## src/sv/ohlcv_pkg.sv

```systemverilog
// Shared types and constants for the OHLCV bar resampler.
// Used by ohlcv_win_calc and ohlcv_bar_resampler_core; no dependencies.
package ohlcv_pkg;

  localparam int unsigned TS_W      = 64;
  localparam int unsigned VOL_IN_W  = 32;
  localparam int unsigned CFG_W     = 16;
  localparam int unsigned LEN_W     = 52;
  localparam int unsigned CNT_W     = 6;

  localparam int unsigned PRICE_WIDTH_DEF      = 32;
  localparam int unsigned VOLUME_ACC_WIDTH_DEF = 48;

  localparam logic [LEN_W-1:0] NS_PER_MIN = 52'd60000000000;
  localparam logic [CFG_W-1:0] CFG_RESET  = 16'd1;

  typedef enum logic [3:0] {
    ST_IDLE,
    ST_DECIDE,
    ST_EMIT_PRE_PASS,
    ST_EMIT_PRE_OPEN,
    ST_EMIT_IN,
    ST_CALC,
    ST_MERGE,
    ST_FLUSH
  } core_state_e;

  typedef enum logic [1:0] {
    WC_IDLE,
    WC_DIV,
    WC_BASE,
    WC_END
  } wc_state_e;

  typedef struct packed {
    logic start;
  } wc_ctrl_t;

  typedef struct packed {
    logic busy;
    logic done;
  } wc_stat_t;

endpackage

```

## src/sv/ohlcv_win_calc.sv

```systemverilog
// Window end calculator: radix-2 remainder of the timestamp by the window
// length, then window start and exclusive end, all on one shared adder.
// Depends on ohlcv_pkg.
module ohlcv_win_calc
  import ohlcv_pkg::*;
(
  input  logic              clk_i,
  input  logic              rst_ni,
  input  wc_ctrl_t          ctrl_i,
  input  logic [TS_W-1:0]   ts_i,
  input  logic [LEN_W-1:0]  len_i,
  output wc_stat_t          stat_o,
  output logic [TS_W:0]     wend_o
);

  wc_state_e         st_q, st_d;
  logic [TS_W:0]     acc_q, acc_d;
  logic [CNT_W-1:0]  cnt_q, cnt_d;
  logic [TS_W:0]     shifted;
  logic [TS_W:0]     op_a, op_b, sum;
  logic              op_sub;

  assign shifted = {acc_q[TS_W-1:0], ts_i[cnt_q]};
  assign sum     = op_sub ? (op_a - op_b) : (op_a + op_b);

  always_ff @(posedge clk_i or negedge rst_ni) begin
    if (!rst_ni) begin
      st_q  <= WC_IDLE;
      cnt_q <= '0;
    end else begin
      st_q  <= st_d;
      cnt_q <= cnt_d;
    end
  end

  always_ff @(posedge clk_i) begin
    acc_q <= acc_d;
  end

  always_comb begin
    st_d   = st_q;
    cnt_d  = cnt_q;
    acc_d  = acc_q;
    op_a   = shifted;
    op_b   = (TS_W+1)'(len_i);
    op_sub = 1'b1;
    stat_o = '{busy: (st_q != WC_IDLE), done: 1'b0};
    unique case (st_q)
      WC_IDLE: begin
        if (ctrl_i.start) begin
          acc_d = '0;
          cnt_d = '1;
          st_d  = WC_DIV;
        end
      end
      WC_DIV: begin
        acc_d = sum[TS_W] ? shifted : sum;
        cnt_d = cnt_q - 1'b1;
        if (cnt_q == '0) begin
          st_d = WC_BASE;
        end
      end
      WC_BASE: begin
        op_a  = {1'b0, ts_i};
        op_b  = acc_q;
        acc_d = sum;
        st_d  = WC_END;
      end
      WC_END: begin
        op_a        = acc_q;
        op_sub      = 1'b0;
        acc_d       = sum;
        stat_o.done = 1'b1;
        st_d        = WC_IDLE;
      end
      default: st_d = WC_IDLE;
    endcase
  end

  assign wend_o = sum;

endmodule

```

## src/sv/ohlcv_bar_resampler_core.sv

```systemverilog
// OHLCV bar resampler top level: input capture, held bar, merge and output
// register under one sequencer. Depends on ohlcv_pkg and ohlcv_win_calc.
//
// channel  | dir | handshake                    | payload
// s_axis   | in  | s_axis_tvalid / s_axis_tready | tdata: bar, tlast: end of data
// m_axis   | out | m_axis_tvalid / m_axis_tready | tdata: coarse bar, tlast: last of item
// cfg      | in  | cfg_we_i                      | cfg_wdata_i: interval in minutes
//
// A bar that opens a window holds off the next accept for the 64-step radix-2
// remainder in ohlcv_win_calc, with the held bar sent out before it and a flush
// after it where needed. A merged or passed-through bar needs no remainder.
// Reset clears the held bar and loads an interval of one minute (pass-through).
// A result waits in the output register while the next bar is accepted; a
// stalled output holds the sequencer only when another result must be loaded.
module ohlcv_bar_resampler_core
  import ohlcv_pkg::*;
#(
  parameter int unsigned PRICE_WIDTH      = PRICE_WIDTH_DEF,
  parameter int unsigned VOLUME_ACC_WIDTH = VOLUME_ACC_WIDTH_DEF,
  localparam int unsigned IN_TDATA_W =
    ((TS_W + 4*PRICE_WIDTH + VOL_IN_W + 7) / 8) * 8,
  localparam int unsigned OUT_TDATA_W =
    ((TS_W + 4*PRICE_WIDTH + VOLUME_ACC_WIDTH + 7) / 8) * 8
)
(
  input  logic                   clk_i,
  input  logic                   rst_ni,
  input  logic                   cfg_we_i,
  input  logic [CFG_W-1:0]       cfg_wdata_i,
  input  logic                   s_axis_tvalid,
  output logic                   s_axis_tready,
  // timestamp, open_price, high_price, low_price, close_price, trade_volume
  input  logic [IN_TDATA_W-1:0]  s_axis_tdata,
  input  logic                   s_axis_tlast,
  output logic                   m_axis_tvalid,
  input  logic                   m_axis_tready,
  // bar_timestamp, bar_open, bar_high, bar_low, bar_close, bar_volume
  output logic [OUT_TDATA_W-1:0] m_axis_tdata,
  output logic                   m_axis_tlast
);

  localparam int unsigned PW = PRICE_WIDTH;
  localparam int unsigned VW = VOLUME_ACC_WIDTH;

  core_state_e          state_q, state_d;

  logic                 pass_q;
  logic [LEN_W-1:0]     len_q;

  logic [TS_W-1:0]      in_ts_q;
  logic [PW-1:0]        in_open_q, in_high_q, in_low_q, in_close_q;
  logic [VOL_IN_W-1:0]  in_vol_q;
  logic                 in_eod_q;

  logic                 held_valid_q;
  logic [TS_W-1:0]      held_ts_q;
  logic [PW-1:0]        held_open_q, held_high_q, held_low_q, held_close_q;
  logic [VW-1:0]        held_vol_q;
  logic [TS_W:0]        held_wend_q;

  logic                 out_valid_q;
  logic [TS_W-1:0]      out_ts_q;
  logic [PW-1:0]        out_open_q, out_high_q, out_low_q, out_close_q;
  logic [VW-1:0]        out_vol_q;
  logic                 out_last_q;

  wc_ctrl_t             calc_ctrl;
  wc_stat_t             calc_stat;
  logic [TS_W:0]        calc_wend;

  logic                 in_fire, out_free, joins;
  logic                 load_held_out, load_in_out, last_sel;
  logic                 do_open, do_merge, clr_held;
  logic [VW:0]          vol_sum;

  ohlcv_win_calc u_win_calc (
    .clk_i  (clk_i),
    .rst_ni (rst_ni),
    .ctrl_i (calc_ctrl),
    .ts_i   (in_ts_q),
    .len_i  (len_q),
    .stat_o (calc_stat),
    .wend_o (calc_wend)
  );

  assign in_fire  = s_axis_tvalid && s_axis_tready;
  assign out_free = !out_valid_q || m_axis_tready;
  assign joins    = ({1'b0, in_ts_q} < held_wend_q);
  assign vol_sum  = {1'b0, held_vol_q} + (VW+1)'(in_vol_q);

  always_comb begin
    state_d         = state_q;
    s_axis_tready   = 1'b0;
    calc_ctrl.start = 1'b0;
    load_held_out   = 1'b0;
    load_in_out     = 1'b0;
    last_sel        = 1'b0;
    do_open         = 1'b0;
    do_merge        = 1'b0;
    clr_held        = 1'b0;
    unique case (state_q)
      ST_IDLE: begin
        s_axis_tready = 1'b1;
        if (in_fire) begin
          state_d = ST_DECIDE;
        end
      end
      ST_DECIDE: begin
        if (pass_q) begin
          state_d = held_valid_q ? ST_EMIT_PRE_PASS : ST_EMIT_IN;
        end else if (!held_valid_q) begin
          calc_ctrl.start = 1'b1;
          state_d         = ST_CALC;
        end else if (joins) begin
          state_d = ST_MERGE;
        end else begin
          state_d = ST_EMIT_PRE_OPEN;
        end
      end
      ST_EMIT_PRE_PASS: begin
        if (out_free) begin
          load_held_out = 1'b1;
          clr_held      = 1'b1;
          state_d       = ST_EMIT_IN;
        end
      end
      ST_EMIT_PRE_OPEN: begin
        if (out_free) begin
          load_held_out   = 1'b1;
          last_sel        = !in_eod_q;
          calc_ctrl.start = 1'b1;
          state_d         = ST_CALC;
        end
      end
      ST_EMIT_IN: begin
        if (out_free) begin
          load_in_out = 1'b1;
          last_sel    = 1'b1;
          state_d     = ST_IDLE;
        end
      end
      ST_CALC: begin
        if (calc_stat.done) begin
          do_open = 1'b1;
          state_d = in_eod_q ? ST_FLUSH : ST_IDLE;
        end
      end
      ST_MERGE: begin
        do_merge = 1'b1;
        state_d  = in_eod_q ? ST_FLUSH : ST_IDLE;
      end
      ST_FLUSH: begin
        if (out_free) begin
          load_held_out = 1'b1;
          last_sel      = 1'b1;
          clr_held      = 1'b1;
          state_d       = ST_IDLE;
        end
      end
      default: state_d = ST_IDLE;
    endcase
  end

  always_ff @(posedge clk_i or negedge rst_ni) begin
    if (!rst_ni) begin
      state_q      <= ST_IDLE;
      pass_q       <= 1'b1;
      len_q        <= NS_PER_MIN;
      held_valid_q <= 1'b0;
      out_valid_q  <= 1'b0;
    end else begin
      state_q <= state_d;
      if (cfg_we_i) begin
        pass_q <= (cfg_wdata_i <= CFG_RESET);
        len_q  <= LEN_W'(cfg_wdata_i) * NS_PER_MIN;
      end
      if (do_open) begin
        held_valid_q <= 1'b1;
      end else if (clr_held) begin
        held_valid_q <= 1'b0;
      end
      if (load_held_out || load_in_out) begin
        out_valid_q <= 1'b1;
      end else if (m_axis_tready) begin
        out_valid_q <= 1'b0;
      end
    end
  end

  always_ff @(posedge clk_i) begin
    if (in_fire) begin
      in_ts_q    <= s_axis_tdata[TS_W-1:0];
      in_open_q  <= s_axis_tdata[TS_W +: PW];
      in_high_q  <= s_axis_tdata[TS_W+PW +: PW];
      in_low_q   <= s_axis_tdata[TS_W+2*PW +: PW];
      in_close_q <= s_axis_tdata[TS_W+3*PW +: PW];
      in_vol_q   <= s_axis_tdata[TS_W+4*PW +: VOL_IN_W];
      in_eod_q   <= s_axis_tlast;
    end
    if (do_open) begin
      held_ts_q    <= in_ts_q;
      held_open_q  <= in_open_q;
      held_high_q  <= in_high_q;
      held_low_q   <= in_low_q;
      held_close_q <= in_close_q;
      held_vol_q   <= VW'(in_vol_q);
      held_wend_q  <= calc_wend;
    end else if (do_merge) begin
      if ($signed(in_high_q) > $signed(held_high_q)) begin
        held_high_q <= in_high_q;
      end
      if ($signed(in_low_q) < $signed(held_low_q)) begin
        held_low_q <= in_low_q;
      end
      held_close_q <= in_close_q;
      held_vol_q   <= vol_sum[VW] ? '1 : vol_sum[VW-1:0];
    end
    if (load_held_out) begin
      out_ts_q    <= held_ts_q;
      out_open_q  <= held_open_q;
      out_high_q  <= held_high_q;
      out_low_q   <= held_low_q;
      out_close_q <= held_close_q;
      out_vol_q   <= held_vol_q;
      out_last_q  <= last_sel;
    end else if (load_in_out) begin
      out_ts_q    <= in_ts_q;
      out_open_q  <= in_open_q;
      out_high_q  <= in_high_q;
      out_low_q   <= in_low_q;
      out_close_q <= in_close_q;
      out_vol_q   <= VW'(in_vol_q);
      out_last_q  <= last_sel;
    end
  end

  assign m_axis_tvalid = out_valid_q;
  assign m_axis_tlast  = out_last_q;
  assign m_axis_tdata  = OUT_TDATA_W'({out_vol_q, out_close_q, out_low_q, out_high_q,
                                       out_open_q, out_ts_q});

  a_calc_busy_in_calc: assert property (@(posedge clk_i) disable iff (!rst_ni)
    calc_stat.busy |-> (state_q == ST_CALC))
    else $error("window calculator busy outside the calc state");

  a_ready_only_idle: assert property (@(posedge clk_i) disable iff (!rst_ni)
    s_axis_tready |-> (!calc_stat.busy && (state_q == ST_IDLE)))
    else $error("input ready while an item is in work");

  a_no_overwrite: assert property (@(posedge clk_i) disable iff (!rst_ni)
    (load_held_out || load_in_out) |-> (!out_valid_q || m_axis_tready))
    else $error("output word overwritten before it was taken");

  a_flush_needs_held: assert property (@(posedge clk_i) disable iff (!rst_ni)
    (state_q == ST_FLUSH) |-> held_valid_q)
    else $error("flush without a held bar");

endmodule
```

## config.mk

```make
export PLATFORM = sky130hd
export DESIGN_NAME = ohlcv_bar_resampler_core
export DESIGN_NICKNAME = d
export VERILOG_FILES = /design/src/sv/ohlcv_pkg.sv /design/src/sv/ohlcv_win_calc.sv /design/src/sv/ohlcv_bar_resampler_core.sv
export SDC_FILE = /design/constraint.sdc
export NUM_CORES = 2
export LEC_CHECK = 0
export BUFFER_PORTS_ARGS = -buffer_cell sky130_fd_sc_hd__buf_2
export CAP_MARGIN = 15
export CORE_ASPECT_RATIO = 0.6
export CORE_MARGIN = 2
export CORE_UTILIZATION = 50
export DETAILED_ROUTE_END_ITERATION = 6
export PLACE_DENSITY_LB_ADDON = 0.15
export SETUP_SLACK_MARGIN = 0.15
export SYNTH_ARGS = -nofsm -noshare
export SYNTH_HDL_FRONTEND = slang
export SYNTH_SLANG_ARGS = --single-unit
```

## constraint.sdc

```tcl
create_clock -name clk_i -period 24.6 [get_ports clk_i]
set_input_delay 2.46 -clock clk_i [delete_from_list [all_inputs] [get_ports clk_i]]
set_output_delay 2.46 -clock clk_i [all_outputs]
set_load 0.1 [all_outputs]
```

# Yosys cells after proc, flatten, opt, wreduce, memory -nomap -nowiden
# Cells that the tools add are included.
[word_totals]
register_bits = 892
romBits = 0
memories = 0
ram_bits = 0
word_cells = 148
latch_bits = 0
in_bits = 246
[classes]
n_reduce_logical = 24
multipliers = 1
shift = 0
n_lt_le_gt_ge = 5
div = 0
n_bitwise = 0
mux = 67
n_eq_ne = 17
addsub = 4
[ops]
columns = ["cell", "count"]
rows = [
  ["$mux 32", 18],
  ["$mux 65", 4],
  ["$pmux 65 s3", 1],
  ["$mux 48", 3],
  ["$pmux 65 s2", 1],
  ["$mux 64", 2],
  ["$add 65x65->65", 1],
  ["$lt 64x65->1", 1],
  ["$sub 65x65->65", 1],
  ["$add 48x32->49", 1],
  ["$mul 16x25->41 const B", 1],
  ["$gt 32x32->1", 1],
  ["$lt 32x32->1", 1],
  ["$pmux 4 s7", 1],
  ["$mux 4", 5],
  ["$mux 1", 19],
  ["$eq 4x3->1 const B", 4],
  ["$le 16x1->1 const B", 1],
  ["$mux 3", 5],
  ["$reduce_bool 2->1", 7],
  ["$pmux 6 s2", 1],
  ["$ne 2x2->1 const B", 5],
  ["$eq 4x2->1 const B", 2],
  ["$pmux 2 s4", 1],
  ["other kinds (20)", 31],
]

# Logic depth before layout (Yosys ltp)
[depth]
ltp_word = 7
depth_mapped = 32
depth_no_buf = 24

# Modules after synthesis
# A second synthesis with hierarchy kept.
[unflattened]
hier_cells = 4670
area_unflattened_um2 = 51903.5
[by_module_without_submodules]
columns = ["mod", "seq_area_each_um2", "cells_each", "area_per_inst_um2", "instances"]
rows = [
  ["ohlcv_bar_resampler_core", 24188.2, 3235, 40726.6, 1],
  ["ohlcv_win_calc", 2152.1, 1435, 11177.0, 1],
]

# Worst setup path before layout
# OpenSTA, ideal clock, no wires.
[synth_timing]
path_kind = "input to register"
startpoint = "input m_axis_tready"
endpoint = "register out_last_q (netlist: m_axis_tlast) (enable)"
setup_ps = 848
stages = 3
n_path_buf = 1
t_arrival_ps = 12651
path_slack_ps = 11100
path_cell_list = "nor2b_1 -> clkbuf_1 -> nor2_1"
[synth_between]
elab_chain_cells = 4
[synth_lines]
columns = ["item", "line_no", "source"]
rows = [
  ["from (decl)", "ohlcv_bar_resampler_core.sv:36", "input logic m_axis_tready,"],
  ["$logic_or 1x1->1 *", "ohlcv_bar_resampler_core.sv:87", "assign out_free = !out_valid_q || m_axis_tready;"],
  ["$mux 1 *", "-", ""],
  ["$mux 1 (on tied branches)", "-", ""],
  ["$reduce_bool 2->1 (no source line) *", "-", ""],
  ["to (signal assigned)", "ohlcv_bar_resampler_core.sv:225", "out_last_q <= last_sel;"],
  ["to (signal assigned)", "ohlcv_bar_resampler_core.sv:233", "out_last_q <= last_sel;"],
  ["to (decl)", "ohlcv_bar_resampler_core.sv:65", "logic out_last_q;"],
]
# Mark *: on every way between the ends. The rest lies on a longest branch, timed or not.
# A chain may end at the register's enable or synchronous reset.

# Worst setup path in the final report
[layout_timing]
startpoint = "register u_win_calc.st_q[0]"
endpoint = "register u_win_calc.acc_q[14], data pin"
[layout_between]
elab_chain_cells = 6
[layout_lines]
columns = ["item", "line_no", "source"]
rows = [
  ["from (decl)", "ohlcv_win_calc.sv:16", "wc_state_e st_q, st_d;"],
  ["from (signal assigned)", "ohlcv_win_calc.sv:31", "st_q <= st_d;"],
  ["$eq 2x2->1", "ohlcv_win_calc.sv:48", "unique case (st_q)"],
  ["$pmux 65 s2 / $mux 65 (equally long branches)", "ohlcv_win_calc.sv:48", ""],
  ["$sub 65x65->65 / $add 65x65->65 (equally long branches)", "ohlcv_win_calc.sv:24", "assign sum = op_sub ? (op_a - op_b) : (op_a + op_b);"],
  ["$mux 65", "ohlcv_win_calc.sv:24", ""],
  ["$mux 65", "ohlcv_win_calc.sv:57", "acc_d = sum[TS_W] ? shifted : sum;"],
  ["$pmux 65 s3 *", "ohlcv_win_calc.sv:48", ""],
  ["via u_win_calc.acc_d[14]", "ohlcv_win_calc.sv:17", "logic [TS_W:0] acc_q, acc_d;"],
  ["to (signal assigned)", "ohlcv_win_calc.sv:37", "acc_q <= acc_d;"],
  ["to (decl)", "ohlcv_win_calc.sv:17", ""],
]
# Mark *: on every way through the listed nets, which the timed path passes. The rest lies on a longest branch.

==> metrics.txt <==
# rows 91; overall routing resource usage 26.4%; number of synthesized flops with an enable pin 820; max_cap viols 0; Initial Utilization 50.5%; Worst R2R Setup Slack 15940 ps; vias per cell 5.61; Worst EP required 25150 ps; Fmax 115 MHz; kind of critical path flop to flop; WL/cell 21.4 microns; asr flop ratio synth 6.17%; Port Buf Inserts 488; CTS Buf Count 86; Synth Net Count 5560; width of the chip 420 microns; Min-Delay Path Class flop to flop; CTS root buffer clkbuf_16; initial DRC count 3699; Final period util 35.2%; Slew HR 20.9%; Vias 37300; post-route ant nets 0; most common cell after layout, fill and taps aside nand2_1; Setup Buffers After CTS 0; CP arrival 9210 ps; Worst-path clk slew 70 ps; io pins 489; CTS Sinks 891; Max Slew Vio Count 0; global route overflow 0; Syn-to-layout area delta 13.0%; Post-route DRC 0; Synth Area per Inst 10.9 sq um; Final Wtd Congestion 0.950; DRT Wirelength 143000 microns; clk_lat worst skew 710 ps; clk_skew 68.2 ps; initial antenna violation count 15; status complete, no violations; setup tns final 0 ps; Least-Margin Pin Slew 1180 ps; most frequent cells in the layout 847 x nand2_1, 820 x edfxtp_1, 488 x buf_2, 445 x inv_1, 402 x ha_1; Yosys reg bits 891; Final min period 8660 ps; CTS tree done; crit start category flop; Post-CTS Resized 0; Die H 254 microns; first-pass GRT wire length 214000 microns; register area share after synthesis 50.6%; core area 103000 sq um; clk buf depth 3; HPWL after DPL 106000 microns; vias in the first global route 34700; endpoint type of the worst setup path flop; CTS H-tree depth 3; hold buffers post-CTS 0; Nets 5975; fraction of final layout cells sized beyond drive strength 1 14.6%; cell area after synthesis 52000 sq um; Synth warnings 0; Gate Count Post-Synth 4769; pin count of the biggest net entering global routing 179; CP Max Fanout 77; Setup Viol. Count Final 0; library cells used by synthesis 93; Primary FF master, synth edfxtp_1; unrepaired setup endpoints after global routing no; Final Hold Viols 0; drt first pass iters 5; die area 107000 sq um
==> cell families (layout without fill, tap and decap cells) <==
family,Yosys count,count (layout),share of synthesized area (%)
compound gates,947,947,11.6
xor+xnor,183,183,3.10
fa+ha+maj,545,545,15.1
buf+inv,641,1125,4.80
flops,891,891,50.6
mux,94,94,2.41
other cells,0,10,0
simple gates,1468,1468,12.3
==> layer usage <==
metal  up-vias  global-route usage, %  part of all wire [%]
met3       160                   6.77                   9.0
met5         -                      0                 0.024
met1     18100                   42.2                    50
met2      1295                   35.4                    40
li1      17800                      -                     -
met4         6                   5.71                   1.7
==> cells in the mapped netlist, drive strengths merged, types with 14 or more instances <==
cell	instances	area (sq um)
a22oi	123	923
xor2	55	489
o211ai	14	105
dfrtp	39	976
nor4	18	119
nand2b	34	213
nor2	258	968
inv	446	1670
mux2i	33	330
dfstp	16	420
a31oi	61	382
nand4	53	332
ha	406	5080
or3	19	119
nor3	42	210
nor2b	28	175
and3	38	238
mux4	21	473
buf	36	226
and2	40	253
a211oi	18	135
o21bai	27	203
o21a	19	143
o31ai	17	128
nand2	849	3190
o21ai	221	1110
edfxtp	820	24600
a21oi	236	1180
xnor2	128	1120
clkbuf	158	594
mux2	40	450
fa	139	2780
nand3	40	200
dfxtp	16	320
a21o	102	766
==> final cells by class <==
type	count	area [sq um]
clock inverter	56	727
sequential	891	26300
clock buffer	101	2250
timing repair buffer	521	2720
inverter	447	1690
antenna	10	25.0
tap	1395	1750
multi-input combinational	3237	23300
fill	8870	44100
==> state kept, by name (all words and copies together), names as in the netlist, 32 cells and up <==
| signal | count |
|---|---|
| held_wend_q | 65 |
| u_win_calc.acc_q | 65 |
| held_ts_q | 64 |
| in_ts_q | 64 |
| out_ts_q | 64 |
| held_vol_q | 48 |
| out_vol_q | 48 |
| len_q | 41 |
| held_close_q | 32 |
| held_high_q | 32 |
| held_low_q | 32 |
| held_open_q | 32 |
| in_close_q | 32 |
| in_high_q | 32 |
| in_low_q | 32 |
| in_open_q | 32 |
| in_vol_q | 32 |
| out_close_q | 32 |
| out_high_q | 32 |
| out_low_q | 32 |
| out_open_q | 32 |
==> through the flow <==
stage	instance area (sq um)	setup WS [ps]	utilization (%)	hold slack (ps)	instances
global placement	55800	15480	54.2	429	6491
finish	58800	15940	57.1	449	6658
global route	58800	15550	57.1	457	6653
floorplan	52000	11100	-	426	4769
CTS	58800	16130	57.1	447	6648
detailed placement	55800	15400	54.2	433	6491
==> path summary, 6_finish.rpt <==
kind	from	endpoint	depth (start not counted)
max	u_win_calc.st_q[0]$_DFFE_PN0P_	u_win_calc.acc_q[14]$_DFFE_PP_	24
min	in_close_q[12]$_DFFE_PP_	held_close_q[12]$_DFFE_PP_	0
max reg2reg	u_win_calc.st_q[0]$_DFFE_PN0P_	u_win_calc.acc_q[14]$_DFFE_PP_	24
min reg2reg	in_close_q[12]$_DFFE_PP_	held_close_q[12]$_DFFE_PP_	0
max in group asynchronous	rst_ni	len_q[26]$_DFFE_PN0P_	2
min in group asynchronous	rst_ni	len_q[51]$_DFFE_PN0P_	2
==> worst max-delay path, stage by stage (launching register included) <==
cell	delay [ps]
dfrtp_1	450
inv_1	210
ha_4	360
buf_4	690
nor4b_1	490
o211ai_1	220
and4bb_1	460
and3_1	470
nand3_1	250
a2111oi_2	570
and3_1	420
nor2_1	130
a21oi_1	140
a31oi_1	60
ha_1	490
and4_1	260
nand2_1	90
or3_1	390
a211o_1	290
o21ai_2	220
xnor2_1	150
o21ai_4	790
buf_4	530
a22oi_1	170
nor2_1	130
Power is not shown: default switching activity piles up to over one toggle a cycle in this logic, so the estimate is an artifact.
